`src/hw/rtl/cdate_pkg.sv`:
```
// Types, constants and calendar functions shared by the date block.
package cdate_pkg;

  localparam int YEAR_BITS  = 16;
  localparam int COUNT_BITS = 20;
  localparam int DAY_W      = 5;
  localparam int MON_W      = 4;
  localparam int LEN_W      = 9;
  localparam int ORD_W      = (COUNT_BITS >= 18) ? COUNT_BITS + 1 : 19;

  localparam int CYCLE_DAYS  = 146097;
  localparam int CYCLE_YEARS = 400;

  localparam logic [YEAR_BITS-1:0] YEAR_MAX  = {YEAR_BITS{1'b1}};
  localparam logic [YEAR_BITS-1:0] CYC_YEARS = YEAR_BITS'(CYCLE_YEARS);
  localparam logic [ORD_W-1:0]     CYC_DAYS  = ORD_W'(CYCLE_DAYS);
  localparam logic [YEAR_BITS-1:0] DIV25_LIM = YEAR_BITS'(YEAR_MAX / 25);

  typedef enum logic [1:0] {
    OP_LOAD = 2'd0,
    OP_ADD  = 2'd1,
    OP_SUB  = 2'd2,
    OP_NOP  = 2'd3
  } op_e;

  typedef enum logic [1:0] {
    ST_OK       = 2'd0,
    ST_BAD_LOAD = 2'd1,
    ST_SAT      = 2'd2
  } st_e;

  typedef enum logic [3:0] {
    CMD_NONE,
    CMD_CAPTURE,
    CMD_LOAD,
    CMD_CYC_STEP,
    CMD_SAT,
    CMD_ADD_INIT,
    CMD_ADD_STEP,
    CMD_SUB_INIT,
    CMD_SUB_STEP_ORD,
    CMD_SUB_END_ORD,
    CMD_SUB_STEP_LEN,
    CMD_SUB_END_LEN,
    CMD_MONTH_STEP,
    CMD_MONTH_END,
    CMD_EMIT
  } dp_cmd_e;

  typedef enum logic [3:0] {
    S_IDLE,
    S_DISPATCH,
    S_LOAD,
    S_ADD_CYC,
    S_ADD_YEAR,
    S_SUB_CYC,
    S_SUB_FIRST,
    S_SUB_YEAR,
    S_MONTH,
    S_FINISH
  } state_e;

  typedef struct packed {
    op_e  op;
    logic cyc_go;
    logic year_lim;
    logic add_over;
    logic sub_ord_go;
    logic sub_len_go;
    logic month_go;
    logic out_free;
  } dp_stat_t;

  // multiplicative inverse of 25 modulo 2^YEAR_BITS
  function automatic logic [YEAR_BITS-1:0] inv25();
    logic [YEAR_BITS-1:0] x;
    x = YEAR_BITS'(1);
    for (int i = 0; i < 6; i++) begin
      x = x * (YEAR_BITS'(2) - YEAR_BITS'(25) * x);
    end
    return x;
  endfunction

  localparam logic [YEAR_BITS-1:0] INV25 = inv25();

  function automatic logic leap_of(input logic [YEAR_BITS-1:0] y);
    logic [YEAR_BITS-1:0] prod;
    logic                 div25;
    prod  = y * INV25;
    div25 = (prod <= DIV25_LIM);
    return (y[1:0] == 2'd0) && (!div25 || (y[3:0] == 4'd0));
  endfunction

  function automatic logic [DAY_W-1:0] month_len(input logic [MON_W-1:0] m, input logic leap);
    logic [DAY_W-1:0] len;
    unique case (m)
      MON_W'(2):                                          len = leap ? DAY_W'(29) : DAY_W'(28);
      MON_W'(4), MON_W'(6), MON_W'(9), MON_W'(11):        len = DAY_W'(30);
      default:                                            len = DAY_W'(31);
    endcase
    return len;
  endfunction

  function automatic logic [LEN_W-1:0] days_before(input logic [MON_W-1:0] m);
    logic [LEN_W-1:0] d;
    unique case (m)
      MON_W'(2):  d = LEN_W'(31);
      MON_W'(3):  d = LEN_W'(59);
      MON_W'(4):  d = LEN_W'(90);
      MON_W'(5):  d = LEN_W'(120);
      MON_W'(6):  d = LEN_W'(151);
      MON_W'(7):  d = LEN_W'(181);
      MON_W'(8):  d = LEN_W'(212);
      MON_W'(9):  d = LEN_W'(243);
      MON_W'(10): d = LEN_W'(273);
      MON_W'(11): d = LEN_W'(304);
      MON_W'(12): d = LEN_W'(334);
      default:    d = LEN_W'(0);
    endcase
    return d;
  endfunction

endpackage

```
`src/hw/rtl/cdate_ctrl.sv`:
```
// Controller: sequences load, add and subtract words through the datapath.
module cdate_ctrl (
  input  logic                clk_i,
  input  logic                rst_ni,
  input  logic                in_valid_i,
  output logic                in_stall_o,
  input  cdate_pkg::dp_stat_t stat_i,
  output cdate_pkg::dp_cmd_e  cmd_o
);
  import cdate_pkg::*;

  state_e state_q, state_d;

  always_ff @(posedge clk_i or negedge rst_ni) begin
    if (!rst_ni) begin
      state_q <= S_IDLE;
    end else begin
      state_q <= state_d;
    end
  end

  always_comb begin
    state_d = state_q;
    unique case (state_q)
      S_IDLE: begin
        if (in_valid_i) state_d = S_DISPATCH;
      end
      S_DISPATCH: begin
        unique case (stat_i.op)
          OP_LOAD: state_d = S_LOAD;
          OP_ADD:  state_d = S_ADD_CYC;
          OP_SUB:  state_d = S_SUB_CYC;
          default: state_d = S_FINISH;
        endcase
      end
      S_LOAD: state_d = S_FINISH;
      S_ADD_CYC: begin
        if (!stat_i.cyc_go) state_d = S_ADD_YEAR;
      end
      S_ADD_YEAR: begin
        priority if (stat_i.add_over && stat_i.year_lim) state_d = S_FINISH;
        else if (!stat_i.add_over) state_d = S_MONTH;
        else state_d = S_ADD_YEAR;
      end
      S_SUB_CYC: begin
        if (!stat_i.cyc_go) state_d = S_SUB_FIRST;
      end
      S_SUB_FIRST: begin
        priority if (stat_i.sub_ord_go && stat_i.year_lim) state_d = S_FINISH;
        else if (stat_i.sub_ord_go) state_d = S_SUB_YEAR;
        else state_d = S_MONTH;
      end
      S_SUB_YEAR: begin
        priority if (stat_i.sub_len_go && stat_i.year_lim) state_d = S_FINISH;
        else if (!stat_i.sub_len_go) state_d = S_MONTH;
        else state_d = S_SUB_YEAR;
      end
      S_MONTH: begin
        if (!stat_i.month_go) state_d = S_FINISH;
      end
      S_FINISH: begin
        if (stat_i.out_free) state_d = S_IDLE;
      end
      default: state_d = S_IDLE;
    endcase
  end

  always_comb begin
    cmd_o      = CMD_NONE;
    in_stall_o = (state_q != S_IDLE);
    unique case (state_q)
      S_IDLE: begin
        if (in_valid_i) cmd_o = CMD_CAPTURE;
      end
      S_LOAD: cmd_o = CMD_LOAD;
      S_ADD_CYC: begin
        cmd_o = stat_i.cyc_go ? CMD_CYC_STEP : CMD_ADD_INIT;
      end
      S_ADD_YEAR: begin
        priority if (stat_i.add_over && stat_i.year_lim) cmd_o = CMD_SAT;
        else if (stat_i.add_over) cmd_o = CMD_ADD_STEP;
        else cmd_o = CMD_NONE;
      end
      S_SUB_CYC: begin
        cmd_o = stat_i.cyc_go ? CMD_CYC_STEP : CMD_SUB_INIT;
      end
      S_SUB_FIRST: begin
        priority if (stat_i.sub_ord_go && stat_i.year_lim) cmd_o = CMD_SAT;
        else if (stat_i.sub_ord_go) cmd_o = CMD_SUB_STEP_ORD;
        else cmd_o = CMD_SUB_END_ORD;
      end
      S_SUB_YEAR: begin
        priority if (stat_i.sub_len_go && stat_i.year_lim) cmd_o = CMD_SAT;
        else if (stat_i.sub_len_go) cmd_o = CMD_SUB_STEP_LEN;
        else cmd_o = CMD_SUB_END_LEN;
      end
      S_MONTH: begin
        cmd_o = stat_i.month_go ? CMD_MONTH_STEP : CMD_MONTH_END;
      end
      S_FINISH: begin
        if (stat_i.out_free) cmd_o = CMD_EMIT;
      end
      default: ;
    endcase
  end

endmodule

```
`config.mk`:
```
export PLATFORM = sky130hd
export DESIGN_NAME = cdate_ctrl
export DESIGN_NICKNAME = d
export VERILOG_FILES = /design/src/hw/rtl/cdate_pkg.sv /design/src/hw/rtl/cdate_ctrl.sv
export SDC_FILE = /design/constraint.sdc
export NUM_CORES = 1
export LEC_CHECK = 0
export BUFFER_PORTS_ARGS = -buffer_cell sky130_fd_sc_hd__buf_2
export CORE_AREA = 2 2 39 41
export CTS_BUF_LIST = sky130_fd_sc_hd__clkbuf_4
export DETAILED_ROUTE_END_ITERATION = 12
export DIE_AREA = 0 0 41 43
export GPL_TIMING_DRIVEN = 0
export PLACE_DENSITY = 0.84
export SYNTH_ARGS = -nofsm -noshare
export SYNTH_HDL_FRONTEND = slang
export SYNTH_SLANG_ARGS = --single-unit
```
`constraint.sdc`:
```
create_clock -name clk_i -period 3.65 [get_ports clk_i]
set_input_delay 1.095 -clock clk_i [delete_from_list [all_inputs] [get_ports clk_i]]
set_output_delay 1.095 -clock clk_i [all_outputs]
set_load 0.01 [all_outputs]
```
==> flow_summary.yaml, run 1 <==
clock_network:
  cts_tree: "done"
  cts_root_buf: "clkbuf_4"
  clk_latency_ps: 260
  cts_buffer_depth: 2
  h-tree-depth: 1
  cts.sinks: 4
  clk_pin_slew_worst_paths_ps: 40
  cts_buffers: 3
  hold_buffers: 0
  cts_setup_buffers: 0
  cts_resized: 0
place:
  gp_congestion: 0.909
  io_buffers: 16
  dp_hpwl_mm: 1.27
  placed_area_um2: 716
route:
  via_per_inst: 6.40
  routed_wl_mm: 1.72
  first_iter_violations: 53
  first_pass_iters: 4
  drc: 0
  wl_per_cell_um: 14.0
  postRouteAntennaNets: 0
  vias: 787
yosys:
  synth.avg_cell_area_um2: 7.00
  ys.flop_type: "dfrtp_1"
  yosysSeqAreaShare_pct: 16.3
  syn_nets: 100
  synth_edf_count: 0
  ys_async_sr_fraction_pct: 100
  synth_cell_types: 34
  yosysWarnings: 0
  ys_ff_latch: 4
  postSynthCellCount: 88
  synth.cell_area_um2: 616
sta:
  period_share_pct: 84.9
  timing.slew.headroom_pct: 67.2
  rsz0062_at_grt: "false"
  drv_slew: 0
  setup_viol: 0
  worst_pin_slew_ps: 479
  final-hold-violation-count: 0
  fin_tns_setup_ps: 0
  finalClockSkew_ps: 10.4
  max_clock_freq_mhz: 323
  min_period_ps: 3100
floorplanning:
  core_region_area_um2: 1380
  die_h_um: 43
  rows: 14
  fp.dieW_um: 41
  die-area_um2: 1760
  initial_core_util_pct: 44.5
  top_level_ports: 17
pwr:
  ir_drop_mv: 0.252
  leakagePower_nw: 0.331
  p_per_area_nw_per_um2: 728
hold_path:
  min_path_type: "primary input to async pin"
worst_setup_path:
  path_class: "primary input to output pin"
  critPathLaunchType: "primary input"
  cp_max_fo: 3
  cp.arrival_ps: 2000
  endpoint_kind: "output pin"
  required_ps: 2550
final_layout:
  fin_area_um2: 738
  drive_above_1_share_pct: 29.0
  seq_area_um2: 100
  largest_register_ffs: 4
  nFillCells: 131
  area_growth_pct: 19.9
  top_regs: "state_q x4"
  regMostFlops: "state_q"
  antennaDiodeCount: 0
  fin_nets: 121
  multi_input_area_um2: 463
global_route:
  grt.total_usage_pct: 23.1
  overflow: 0
  grt_max_degree: 11
  grt_pass1_wl_mm: 2.75
  antenna_found_initial: 0
  grt_pass1_vias: 694
status:
  outcome: "finished, final reports clean"
job:
  cap_violations: 0
[final cells by class]
class	count	area share, %
repair buffers	16	10.8
inverters	3	1.53
plain buffers	7	5.59
flip-flops and latches	4	13.6
multi-input cells	74	62.7
clock buffers	3	3.05
well taps	16	2.71
[layout by cell type, fill, tap and decap left out, types with 2 or more instances in the layout]
master / Yosys / final
a21oi_1: 7 / 7
a22oi_1: 2 / 2
a311oi_1: 2 / 2
and2b_1: 2 / 2
buf_2: 6 / 22
clkbuf_4: 0 / 3
dfrtp_1: 4 / 4
inv_1: 3 / 3
nand2_1: 7 / 7
nand2b_1: 4 / 4
nand3_1: 2 / 2
nand4_1: 3 / 3
nor2_1: 10 / 10
nor2b_1: 5 / 5
o21ai_0: 7 / 7
o22ai_1: 4 / 4
o31ai_1: 2 / 2
[cells in the mapped netlist, drive strengths merged, types with 3 or more instances]
cell     n  area, µm²
a21oi    7       35.0
o22ai    4       25.0
nand2b   4       25.0
nor2b    5       31.3
nor2    10       37.5
inv      3       11.3
o21ai    8       40.0
dfrtp    4        100
nand2    7       26.3
buf      7       41.3
nand4    3       18.8
[final timing paths]
kind,start,end,slack (ps),cells after the start
min,rst_ni,state_q[0]$_DFFE_PN0P_,630,1
min in group clk_i,state_q[3]$_DFFE_PN0P_,state_q[1]$_DFFE_PN0P_,640,2
min reg2reg,state_q[3]$_DFFE_PN0P_,state_q[1]$_DFFE_PN0P_,640,2
max reg2reg,state_q[1]$_DFFE_PN0P_,state_q[3]$_DFFE_PN0P_,2090,4
max in group asynchronous,rst_ni,state_q[1]$_DFFE_PN0P_,2900,1
max,stat_i[6],cmd_o[1],550,6
[per-stage QoR]
step	instances	hold WS [ps]	setup slack, ps	utilization [%]	power [mW]
6_report	123	628	552	53.3	0.538
5_1_grt	123	629	461	53.3	0.585
4_1_cts	123	632	558	53.3	0.529
3_5_place_dp	120	639	560	51.7	0.468
3_3_place_gp	120	638	551	51.7	0.461
2_1_floorplan	88	569	822	-	0.369
[layer usage]
layer	vias up	global-route usage (%)	part of all wire, %	routed length (µm)
met2	55	32.5	47	808
met5	-	0	0	0
met3	8	5.76	9.1	157
li1	370	-	-	-
met4	0	20.7	3.7	63
met1	354	27.1	40	690
[where the power goes]
part / switching (mW) / leakage, nW / internal, mW
Clock: 0.0243 / 0.0138 / 0.0372
Sequential: 0.0138 / 0.0515 / 0.0614
Combinational: 0.236 / 0.266 / 0.165
Total: 0.274 / 0.331 / 0.263
[worst max-delay path: stages]
cell      delay (ps)
buf_2            120
nand2b_1         160
and3_1           190
a311oi_1         240
a21oi_1           60
buf_2            140
[logic make-up (layout without fill, tap and decap cells)]
kind of cell / Yosys count / count (layout) / share of synthesized area, %
XOR/XNOR: 1 / 1 / 1.42
AND/OR/NAND/NOR: 38 / 38 / 33.3
flip-flops: 4 / 4 / 16.3
buffers and inverters: 10 / 29 / 8.54
multiplexers: 1 / 1 / 1.83
AO/OA/AOI/OAI: 34 / 34 / 38.6
No activity file was read; power rests on OpenSTA's default activity.
==> inputs of run 2 (changes only) <==
--- a/config.mk
+++ b/config.mk
@@ -11,7 +11,7 @@
 export DETAILED_ROUTE_END_ITERATION = 12
 export DIE_AREA = 0 0 41 43
 export GPL_TIMING_DRIVEN = 0
-export PLACE_DENSITY = 0.84
+export PLACE_DENSITY = 0.87
 export SYNTH_ARGS = -nofsm -noshare
 export SYNTH_HDL_FRONTEND = slang
 export SYNTH_SLANG_ARGS = --single-unit
==> constraint.sdc (replaced) <==
create_clock -name clk_i -period 2.84 [get_ports clk_i]
set_input_delay 0.852 -clock clk_i [delete_from_list [all_inputs] [get_ports clk_i]]
set_output_delay 0.852 -clock clk_i [all_outputs]
set_load 0.01 [all_outputs]
==> run 2 against run 1 <==
Compared with the run above: clock-buffer cell count unchanged; utilization unchanged; routed wire length increased by 3.0%; global-route usage increased by 0.50 points; total power increased by 28%; critical path type unchanged; largest power group unchanged.
==> flow_summary.yaml, run 2 (synthesized netlist as in run 1, its figures left out) <==
pwr:
  p_per_area_nw_per_um2: 932
  leakagePower_nw: 0.331
  ir_drop_mv: 0.389
  p_total_mw: 0.688
final_layout:
  fin_util_pct: 53.3
  largest_register_ffs: 4
  antennaDiodeCount: 0
  fin_cells: 123
  final_common_cell: "buf_2"
  fin_nets: 121
  top_regs: "state_q x4"
  final_cell_mix: "22 x buf_2, 10 x nor2_1, 7 x nand2_1, 7 x o21ai_0, 7 x a21oi_1"
  area_growth_pct: 19.9
  regMostFlops: "state_q"
  fin_area_um2: 738
  drive_above_1_share_pct: 29.0
global_route:
  grtUsageMet1_pct: 31.4
  antenna_found_initial: 0
  grt_pass1_vias: 720
  grt.total_usage_pct: 23.6
  grt.busiest_layer: "met2"
  grt_pass1_wl_mm: 2.90
  overflow: 0
  grt_max_degree: 11
  use_met2_pct: 32.5
  grtUsageMet3_pct: 6.81
worst_setup_path:
  path_class: "primary input to output pin"
  cp_max_fo: 3
  slowest_stage: "a311oi_1"
  critPathLaunchType: "primary input"
  reg2reg_depth: 4
  endpoint_kind: "output pin"
  worstPathCellList: "buf_2 > nand2b_1 > and3_1 > a311oi_1 > a21oi_1 > buf_2"
  critPathMostFrequentCell: "buf_2"
  max_stage_delay_ps: 240
  r2r_start: "state_q[1]$_DFFE_PN0P_"
  cp.arrival_ps: 1780
  required_ps: 1990
  rrSetupSlack_ps: 1280
  reg2reg_to: "state_q[3]$_DFFE_PN0P_"
route:
  drc: 0
  vias: 773
  routed_wl_mm: 1.77
  first_pass_iters: 4
  first_iter_violations: 46
  via_per_inst: 6.28
  postRouteAntennaNets: 0
  wl_per_cell_um: 14.4
hold_path:
  min_path_type: "primary input to async pin"
sta:
  timing.slew.headroom_pct: 68.1
  rsz0062_at_grt: "false"
  min_period_ps: 2630
  final-hold-violation-count: 0
  max_clock_freq_mhz: 380
  fin_tns_setup_ps: 0
  period_share_pct: 92.7
  layout_setup_ws_ps: 207
  setup_viol: 0
  drv_slew: 0
  worst_pin_slew_ps: 466
  hold_ws_ps: 408
  finalClockSkew_ps: 4.41
clock_network:
  cts.sinks: 4
  cts_tree: "done"
  cts_root_buf: "clkbuf_4"
  hold_buffers: 0
  cts_resized: 0
  clk_pin_slew_worst_paths_ps: 40
  cts_buffers: 3
  cts_buffer_depth: 2
  h-tree-depth: 1
  cts_setup_buffers: 0
  clk_latency_ps: 240
place:
  post-place-ws_ps: 216
  gp_congestion: 0.981
  placed_area_um2: 716
  io_buffers: 16
  dp_hpwl_mm: 1.28
  dp.cells: 120
floorplanning:
  core_region_area_um2: 1380
  die_h_um: 43
  rows: 14
  top_level_ports: 17
  fp.dieW_um: 41
  die-area_um2: 1760
  initial_core_util_pct: 44.5
status:
  outcome: "finished, final reports clean"
job:
  cap_violations: 0
==> run 2: cell counts in the layout (fill, tap and decap cells not counted) <==
Identical to the previous run, type by type.
==> run 2: how the worst max path moves through the flow <==
stage          endpoint              startpoint  depth (start not counted)
3_3_place_gp   cmd_o[1]               stat_i[6]                          6
3_5_place_dp   cmd_o[1]               stat_i[6]                          6
6_report       cmd_o[1]               stat_i[6]                          6
5_1_grt        cmd_o[1]  state_q[0]$_DFFE_PN0P_                          6
4_1_cts        cmd_o[1]               stat_i[6]                          6
2_1_floorplan  cmd_o[1]               stat_i[6]                          4
==> run 2: area by class of cell <==
class / instances / area (µm²)
buffer: 7 / 41.3
clock buffer: 3 / 22.5
fill: 135 / 646
inverter: 3 / 11.3
multi-input combinational: 74 / 463
sequential: 4 / 100
tap: 16 / 20.0
timing repair buffer: 16 / 80.1
==> run 2: per-layer routing <==
metal	share of wire, %	vias to the layer above
met2	46	51
li1	-	366
met4	3.3	0
met3	9.0	11
met1	42	345
met5	0	-
==> run 2: power by group <==
part           switching, mW  internal, mW
clock                 0.0229        0.0472
combinational          0.307         0.212
sequential            0.0198        0.0790
==> run 2: critical path: cells and delay by family <==
kind,cells,cell delay (ps)
simple gates,2,360
compound gates,2,300
buf+inv,2,260
