File: src/hw/rtl/cdate_pkg.sv
// Types, constants and calendar functions shared by the date block.
package cdate_pkg;

  localparam int YEAR_BITS  = 16;
  localparam int COUNT_BITS = 20;
  localparam int DAY_W      = 5;
  localparam int MON_W      = 4;
  localparam int LEN_W      = 9;
  localparam int ORD_W      = (COUNT_BITS >= 18) ? COUNT_BITS + 1 : 19;

  localparam int CYCLE_DAYS  = 146097;
  localparam int CYCLE_YEARS = 400;

  localparam logic [YEAR_BITS-1:0] YEAR_MAX  = {YEAR_BITS{1'b1}};
  localparam logic [YEAR_BITS-1:0] CYC_YEARS = YEAR_BITS'(CYCLE_YEARS);
  localparam logic [ORD_W-1:0]     CYC_DAYS  = ORD_W'(CYCLE_DAYS);
  localparam logic [YEAR_BITS-1:0] DIV25_LIM = YEAR_BITS'(YEAR_MAX / 25);

  typedef enum logic [1:0] {
    OP_LOAD = 2'd0,
    OP_ADD  = 2'd1,
    OP_SUB  = 2'd2,
    OP_NOP  = 2'd3
  } op_e;

  typedef enum logic [1:0] {
    ST_OK       = 2'd0,
    ST_BAD_LOAD = 2'd1,
    ST_SAT      = 2'd2
  } st_e;

  typedef enum logic [3:0] {
    CMD_NONE,
    CMD_CAPTURE,
    CMD_LOAD,
    CMD_CYC_STEP,
    CMD_SAT,
    CMD_ADD_INIT,
    CMD_ADD_STEP,
    CMD_SUB_INIT,
    CMD_SUB_STEP_ORD,
    CMD_SUB_END_ORD,
    CMD_SUB_STEP_LEN,
    CMD_SUB_END_LEN,
    CMD_MONTH_STEP,
    CMD_MONTH_END,
    CMD_EMIT
  } dp_cmd_e;

  typedef enum logic [3:0] {
    S_IDLE,
    S_DISPATCH,
    S_LOAD,
    S_ADD_CYC,
    S_ADD_YEAR,
    S_SUB_CYC,
    S_SUB_FIRST,
    S_SUB_YEAR,
    S_MONTH,
    S_FINISH
  } state_e;

  typedef struct packed {
    op_e  op;
    logic cyc_go;
    logic year_lim;
    logic add_over;
    logic sub_ord_go;
    logic sub_len_go;
    logic month_go;
    logic out_free;
  } dp_stat_t;

  // multiplicative inverse of 25 modulo 2^YEAR_BITS
  function automatic logic [YEAR_BITS-1:0] inv25();
    logic [YEAR_BITS-1:0] x;
    x = YEAR_BITS'(1);
    for (int i = 0; i < 6; i++) begin
      x = x * (YEAR_BITS'(2) - YEAR_BITS'(25) * x);
    end
    return x;
  endfunction

  localparam logic [YEAR_BITS-1:0] INV25 = inv25();

  function automatic logic leap_of(input logic [YEAR_BITS-1:0] y);
    logic [YEAR_BITS-1:0] prod;
    logic                 div25;
    prod  = y * INV25;
    div25 = (prod <= DIV25_LIM);
    return (y[1:0] == 2'd0) && (!div25 || (y[3:0] == 4'd0));
  endfunction

  function automatic logic [DAY_W-1:0] month_len(input logic [MON_W-1:0] m, input logic leap);
    logic [DAY_W-1:0] len;
    unique case (m)
      MON_W'(2):                                          len = leap ? DAY_W'(29) : DAY_W'(28);
      MON_W'(4), MON_W'(6), MON_W'(9), MON_W'(11):        len = DAY_W'(30);
      default:                                            len = DAY_W'(31);
    endcase
    return len;
  endfunction

  function automatic logic [LEN_W-1:0] days_before(input logic [MON_W-1:0] m);
    logic [LEN_W-1:0] d;
    unique case (m)
      MON_W'(2):  d = LEN_W'(31);
      MON_W'(3):  d = LEN_W'(59);
      MON_W'(4):  d = LEN_W'(90);
      MON_W'(5):  d = LEN_W'(120);
      MON_W'(6):  d = LEN_W'(151);
      MON_W'(7):  d = LEN_W'(181);
      MON_W'(8):  d = LEN_W'(212);
      MON_W'(9):  d = LEN_W'(243);
      MON_W'(10): d = LEN_W'(273);
      MON_W'(11): d = LEN_W'(304);
      MON_W'(12): d = LEN_W'(334);
      default:    d = LEN_W'(0);
    endcase
    return d;
  endfunction

endpackage

File: src/hw/rtl/cdate_dp.sv
// Datapath: date registers, day counter, ordinal, leap unit and output word register.
module cdate_dp (
  input  logic                             clk_i,
  input  logic                             rst_ni,
  input  cdate_pkg::dp_cmd_e               cmd_i,
  output cdate_pkg::dp_stat_t              stat_o,
  input  logic [1:0]                       opcode_i,
  input  logic [cdate_pkg::DAY_W-1:0]      load_day_i,
  input  logic [cdate_pkg::MON_W-1:0]      load_month_i,
  input  logic [cdate_pkg::YEAR_BITS-1:0]  load_year_i,
  input  logic [cdate_pkg::COUNT_BITS-1:0] day_count_i,
  input  logic                             out_stall_i,
  output logic                             out_valid_o,
  output logic [cdate_pkg::DAY_W-1:0]      out_day_o,
  output logic [cdate_pkg::MON_W-1:0]      out_month_o,
  output logic [cdate_pkg::YEAR_BITS-1:0]  out_year_o,
  output logic                             is_leap_o,
  output logic [1:0]                       status_o
);
  import cdate_pkg::*;

  op_e                   op_q, op_d;
  logic [DAY_W-1:0]      ld_day_q, ld_day_d;
  logic [MON_W-1:0]      ld_mon_q, ld_mon_d;
  logic [YEAR_BITS-1:0]  ld_year_q, ld_year_d;
  logic [COUNT_BITS-1:0] cnt_q, cnt_d;
  logic [ORD_W-1:0]      ord_q, ord_d;
  logic [DAY_W-1:0]      day_q, day_d;
  logic [MON_W-1:0]      mon_q, mon_d;
  logic [YEAR_BITS-1:0]  year_q, year_d;
  st_e                   st_q, st_d;

  logic                  out_valid_q;
  logic [DAY_W-1:0]      out_day_q;
  logic [MON_W-1:0]      out_mon_q;
  logic [YEAR_BITS-1:0]  out_year_q;
  logic                  out_leap_q;
  st_e                   out_st_q;

  logic [YEAR_BITS-1:0]  leap_year;
  logic                  leap;
  logic [LEN_W-1:0]      ylen;
  logic [DAY_W-1:0]      mlen;
  logic [DAY_W-1:0]      ld_mlen;
  logic [LEN_W-1:0]      doy;
  logic [ORD_W-1:0]      cnt_ext;
  logic                  load_ok;

  assign leap_year = (cmd_i == CMD_LOAD) ? ld_year_q : year_q;
  assign leap      = leap_of(leap_year);
  assign ylen      = leap ? LEN_W'(366) : LEN_W'(365);
  assign mlen      = month_len(mon_q, leap);
  assign ld_mlen   = month_len(ld_mon_q, leap);
  assign doy       = days_before(mon_q) + LEN_W'(day_q)
                   + LEN_W'(leap && (mon_q > MON_W'(2)));
  assign cnt_ext   = ORD_W'(cnt_q);
  assign load_ok   = (ld_mon_q >= MON_W'(1)) && (ld_mon_q <= MON_W'(12))
                   && (ld_day_q != '0) && (ld_day_q <= ld_mlen);

  always_comb begin
    stat_o.op         = op_q;
    stat_o.cyc_go     = (cnt_ext >= CYC_DAYS) &&
                        ((op_q == OP_ADD) ? (year_q <= YEAR_MAX - CYC_YEARS)
                                          : (year_q >= CYC_YEARS));
    stat_o.year_lim   = (op_q == OP_ADD) ? (year_q == YEAR_MAX) : (year_q == '0);
    stat_o.add_over   = ord_q > ORD_W'(ylen);
    stat_o.sub_ord_go = cnt_ext >= ord_q;
    stat_o.sub_len_go = cnt_ext >= ORD_W'(ylen);
    stat_o.month_go   = (mon_q < MON_W'(12)) && (ord_q > ORD_W'(mlen));
    stat_o.out_free   = !out_valid_q || !out_stall_i;
  end

  always_comb begin
    op_d      = op_q;
    ld_day_d  = ld_day_q;
    ld_mon_d  = ld_mon_q;
    ld_year_d = ld_year_q;
    cnt_d     = cnt_q;
    ord_d     = ord_q;
    day_d     = day_q;
    mon_d     = mon_q;
    year_d    = year_q;
    st_d      = st_q;
    unique case (cmd_i)
      CMD_CAPTURE: begin
        op_d      = op_e'(opcode_i);
        ld_day_d  = load_day_i;
        ld_mon_d  = load_month_i;
        ld_year_d = load_year_i;
        cnt_d     = day_count_i;
        st_d      = ST_OK;
      end
      CMD_LOAD: begin
        if (load_ok) begin
          day_d  = ld_day_q;
          mon_d  = ld_mon_q;
          year_d = ld_year_q;
        end else begin
          st_d = ST_BAD_LOAD;
        end
      end
      CMD_CYC_STEP: begin
        cnt_d  = COUNT_BITS'(cnt_ext - CYC_DAYS);
        year_d = (op_q == OP_ADD) ? year_q + CYC_YEARS : year_q - CYC_YEARS;
      end
      CMD_SAT: begin
        st_d = ST_SAT;
        if (op_q == OP_ADD) begin
          day_d = DAY_W'(31);
          mon_d = MON_W'(12);
        end else begin
          day_d = DAY_W'(1);
          mon_d = MON_W'(1);
        end
      end
      CMD_ADD_INIT: begin
        ord_d = ORD_W'(doy) + cnt_ext;
        mon_d = MON_W'(1);
      end
      CMD_ADD_STEP: begin
        ord_d  = ord_q - ORD_W'(ylen);
        year_d = year_q + YEAR_BITS'(1);
      end
      CMD_SUB_INIT: begin
        ord_d = ORD_W'(doy);
      end
      CMD_SUB_STEP_ORD: begin
        cnt_d  = COUNT_BITS'(cnt_ext - ord_q);
        year_d = year_q - YEAR_BITS'(1);
      end
      CMD_SUB_END_ORD: begin
        ord_d = ord_q - cnt_ext;
        mon_d = MON_W'(1);
      end
      CMD_SUB_STEP_LEN: begin
        cnt_d  = COUNT_BITS'(cnt_ext - ORD_W'(ylen));
        year_d = year_q - YEAR_BITS'(1);
      end
      CMD_SUB_END_LEN: begin
        ord_d = ORD_W'(ylen) - cnt_ext;
        mon_d = MON_W'(1);
      end
      CMD_MONTH_STEP: begin
        ord_d = ord_q - ORD_W'(mlen);
        mon_d = mon_q + MON_W'(1);
      end
      CMD_MONTH_END: begin
        day_d = ord_q[DAY_W-1:0];
      end
      default: ;
    endcase
  end

  always_ff @(posedge clk_i or negedge rst_ni) begin
    if (!rst_ni) begin
      day_q       <= DAY_W'(1);
      mon_q       <= MON_W'(1);
      year_q      <= YEAR_BITS'(2000);
      out_valid_q <= 1'b0;
    end else begin
      day_q  <= day_d;
      mon_q  <= mon_d;
      year_q <= year_d;
      if (cmd_i == CMD_EMIT) begin
        out_valid_q <= 1'b1;
      end else if (!out_stall_i) begin
        out_valid_q <= 1'b0;
      end
    end
  end

  always_ff @(posedge clk_i) begin
    op_q      <= op_d;
    ld_day_q  <= ld_day_d;
    ld_mon_q  <= ld_mon_d;
    ld_year_q <= ld_year_d;
    cnt_q     <= cnt_d;
    ord_q     <= ord_d;
    st_q      <= st_d;
    if (cmd_i == CMD_EMIT) begin
      out_day_q  <= day_q;
      out_mon_q  <= mon_q;
      out_year_q <= year_q;
      out_leap_q <= leap;
      out_st_q   <= st_q;
    end
  end

  assign out_valid_o = out_valid_q;
  assign out_day_o   = out_day_q;
  assign out_month_o = out_mon_q;
  assign out_year_o  = out_year_q;
  assign is_leap_o   = out_leap_q;
  assign status_o    = out_st_q;

endmodule

File: config.mk
export PLATFORM = sky130hd
export DESIGN_NAME = cdate_dp
export DESIGN_NICKNAME = d
export VERILOG_FILES = /design/src/hw/rtl/cdate_pkg.sv /design/src/hw/rtl/cdate_dp.sv
export SDC_FILE = /design/constraint.sdc
export NUM_CORES = 1
export LEC_CHECK = 0
export BUFFER_PORTS_ARGS = -buffer_cell sky130_fd_sc_hd__buf_2
export CAP_MARGIN = 20
export CORE_ASPECT_RATIO = 2
export CORE_MARGIN = 10
export CORE_UTILIZATION = 25
export CTS_CLUSTER_SIZE = 8
export DETAILED_ROUTE_END_ITERATION = 8
export PLACE_DENSITY_LB_ADDON = 0.15
export SLEW_MARGIN = 10
export SYNTH_ARGS = -nofsm -noshare
export SYNTH_HDL_FRONTEND = slang
export SYNTH_SLANG_ARGS = --single-unit
File: constraint.sdc
create_clock -name clk_i -period 9.6 [get_ports clk_i]
set_input_delay 0 -clock clk_i [delete_from_list [all_inputs] [get_ports clk_i]]
set_output_delay 0 -clock clk_i [all_outputs]
set_load 0.05 [all_outputs]
==> qor.csv <==
metric,value,unit
Synth Cell Area,0.0137,sq mm
CTS sink cnt,124,
Syn Area/Cell,8.56,sq um
Port-buffer cells,91,
Yosys top cell area share,21.5,%
worst r2r path cells,36,
R2R setup slack,0.64,ns
CTS Buffer Depth,2,
Worst setup endpoint,ord_q[13],
clock slew at reported path FFs,0.07,ns
final worst-path setup slack,0.644,ns
worst-margin pin slew,1.17,ns
cell-internal power,0.00240,W
pin count of the biggest net entering global routing,29,
M1 WL,20000,microns
crit path launch,year_q[0],
vias per cell,5.42,
DR pass1 iterations,6,
Max Freq,0.112,GHz
required time of the critical path,9.77,ns
Pwr Total,0.00470,W
final slew viol count,0,
CTS Buf Count,17,
"area leader, netlist",edfxtp_1,
Leak,6.67,nW
routed wire length,59300,microns
CP arrival,9.12,ns
I/O pins,92,
Post-Syn Nets,1833,
YS warnings,0,
Post-synth ARST share,21.0,%
Worst setup EP type,flop,
largest family of logic cells by synthesized area,compound AO/OA/AOI/OAI gates,
Yosys cell types,76,
post-synthesis mux area share,1.88,%
Synth Area in XOR/XNOR,8.33,%
initial antenna violation count,1,
pwr dens,292,mW/mm^2
fin crit period,8.96,ns
die width,185,microns
CORE AREA,0.0544,sq mm
Sequential Power Share,18.1,%
n_diodes,0,
crit-path max FO,7,
maxcap violations,0,
final hold violation count,0,
Worst Clk Skew,0.0143,ns
sequential-to-total area share from yosys stat,26.3,%
die area,0.0650,sq mm
"Primary FF master, synth",edfxtp_1,
#FFs+latches synth,124,
share of post-route cells with drive strength above 1,11.5,%
GRT overflow,0,
Post-synth EDFFs,98,
cell count along the critical path,36,
H-tree depth,4,
total track usage,18.1,%
Syn Inst Count,1599,
net switching power,0.00230,W
"Setup violations, final",0,
TNS Setup,0,ns
iteration-0 DRC count of the detailed router,859,
"Setup Fix Bufs, Post-CTS",0,
first-pass GRT wire length,86300,microns
Area Growth Syn to Fin,17.8,%
most frequent CP cell,inv_1,
crit-path leading delay family,adder cells,
worst setup path class,reg2reg,
number of global-route vias before repair,13500,
TritonCTS clock tree,yes,
simple logic cell fraction of the synthesized area,15.8,%
adder-cell share of the synthesized area,18.0,%
Vias,13000,
slew margin rel.,22.1,%
Antenna Nets Post-Route,0,
dpl ws,-0.0335,ns
Final Non-Filler Cells,2400,
R2R Path Start,year_q[0],
die span in y,351,microns
Crit path largest cell delay,0.55,ns
Worst Path Buf+Inv,6,
Setup crit start kind,flop,
status,"complete, no violations",
ranking of synthesized cells by area,"edfxtp_1 (22%), ha_1 (14%), xnor2_1 (5.8%)",
root buffer selected by CTS,clkbuf_16,
Max Used Layer,met5,
wire length on met2,33500,microns
Logic pwr share,67.1,%
met3 WL,1650,microns
part of the power in the clock network,14.8,%
Compound-Gate Fraction of Synth Area,23.7,%
RSZ-0062 raised after global routing,false,
sw frac,49.0,%
RePlAce Congestion,0.924,
num rows,121,
crit share post-route,93.3,%
Worst-Skew Late Latency,0.46,ns
initial core utilization,25.2,%
DRC,0,
maximum vdd ir drop,0.000322,V
post-DP HPWL,47900,microns
reg2reg end,ord_q[13],
Crit-path slowest cell,fa_1,
nets,1945,
Hold Crit Class,in2reg,
drt wl/cell,24.7,microns
dpl cells,2319,
## worst min-delay path, cell delays in order
cell and delay [ns]:
buf_2 0.11, nor4b_4 0.05, buf_12 0.16
## worst min path at each step
stage / startpoint / end / cells after the start
after floorplan: rst_ni / day_q[1] / 0
after global placement: rst_ni / year_q[11] / 1
after detailed placement: rst_ni / year_q[11] / 1
after CTS: cmd_i[2] / st_q[0] / 3
after global routing: cmd_i[0] / st_q[0] / 3
final: cmd_i[2] / st_q[0] / 3
## power groups by stage
stage	Combinational (W)	Sequential (W)	Clock [W]
2_1_floorplan	0.00226	0.000763	0
3_3_place_gp	0.00310	0.000857	0
3_5_place_dp	0.00311	0.000857	0
4_1_cts	0.00315	0.000847	0.000714
5_1_grt	0.00352	0.000857	0.000732
6_report	0.00315	0.000850	0.000697
## placed cells by master, fill, tap and decap left out, types with 7 or more instances in the layout
cell | synthesis | final
nand4_1 | 22 | 22
nand2b_1 | 21 | 21
a21oi_1 | 114 | 114
o21a_1 | 8 | 8
xor2_1 | 35 | 35
o21ai_0 | 90 | 88
o211ai_1 | 14 | 14
nand2_1 | 117 | 117
buf_2 | 5 | 91
edfxtp_1 | 98 | 98
a21o_1 | 38 | 38
nand3_1 | 38 | 38
o22ai_1 | 24 | 24
o221ai_1 | 15 | 15
inv_1 | 124 | 124
and2_1 | 8 | 8
dlygate4sd3_1 | 0 | 49
xnor2_1 | 90 | 90
o41ai_1 | 7 | 7
a211oi_1 | 14 | 14
clkbuf_16 | 0 | 17
buf_4 | 0 | 40
nor2b_1 | 26 | 26
or3_1 | 11 | 11
nor3_1 | 38 | 36
ha_1 | 152 | 152
o31ai_1 | 10 | 9
mux2i_1 | 19 | 19
a31oi_1 | 21 | 21
dfstp_2 | 8 | 8
a221o_1 | 14 | 14
a22oi_1 | 21 | 21
dfrtp_1 | 18 | 18
fa_1 | 28 | 28
nor2_1 | 116 | 115
nor4_1 | 10 | 10
o21bai_1 | 9 | 9
a221oi_1 | 26 | 26
and3_1 | 11 | 11
## synth_stat cells (7+ instances only)
cell	n
a211oi_1	14
a21o_1	38
a21oi_1	114
a221o_1	14
a221oi_1	26
a22oi_1	21
a31oi_1	21
and2_1	8
and3_1	11
clkbuf_1	81
dfrtp_1	18
dfstp_2	8
edfxtp_1	98
fa_1	28
ha_1	152
inv_1	124
mux2i_1	19
nand2_1	117
nand2b_1	21
nand3_1	38
nand4_1	22
nor2_1	116
nor2b_1	26
nor3_1	38
nor4_1	10
o211ai_1	14
o21a_1	8
o21ai_0	90
o21bai_1	9
o221ai_1	15
o22ai_1	24
o31ai_1	10
o41ai_1	7
or3_1	11
xnor2_1	90
xor2_1	35
## cell families (layout without fill, tap and decap cells)
| logic type | after synthesis | in the layout |
|---|---|---|
| buffers and inverters | 214 | 339 |
| muxes | 25 | 25 |
| xor gates and xnor gates | 127 | 127 |
| adders and majority gates | 180 | 180 |
| DFF | 124 | 124 |
| and+or+nand+nor | 445 | 445 |
| AOI/OAI and AO/OA | 484 | 484 |
## flip-flops by register name (all words and copies together), names as in the netlist
signal and cells:
ord_q 21, cnt_q 20, ld_year_q 16, out_year_o 16
year_q 16, day_q 5, ld_day_q 5, out_day_o 5
ld_mon_q 4, mon_q 4, out_month_o 4, op_q 2
st_q 2, status_o 2, is_leap_o 1, out_valid_o 1
## cell type report
cell class	count	area, sq um
fill	5762	38200
multi-input combinational	1261	9310
sequential	124	3600
timing repair buffer	182	1290
tap	676	846
inverter	125	469
clock buffer	19	443
clock inverter	13	156
## what timing repair did
| action | CTS | global route |
|---|---|---|
| gates resized for setup | 0 | 3 |
| hold buffers | 49 | 0 |
| endpoints found under the setup margin | 0 | 5 |
| endpoints found under the hold margin | 70 | 0 |
## metrics by stage
stage	instance area, sq um	hold slack (ns)	utilization [%]
2_1_floorplan	13700	-0.296	-
3_3_place_gp	15000	0.0983	27.6
3_5_place_dp	15000	0.0975	27.6
4_1_cts	16100	0.0328	29.6
5_1_grt	16100	0.0562	29.7
6_report	16100	0.0532	29.7
## metal layers
layer / up-vias / track usage [%]
li1: 6129 / -
met1: 6344 / 16.8
met2: 402 / 35.5
met3: 136 / 1.79
met4: 2 / 12.5
met5: - / 0
No activity file was read; power rests on OpenSTA's default activity.
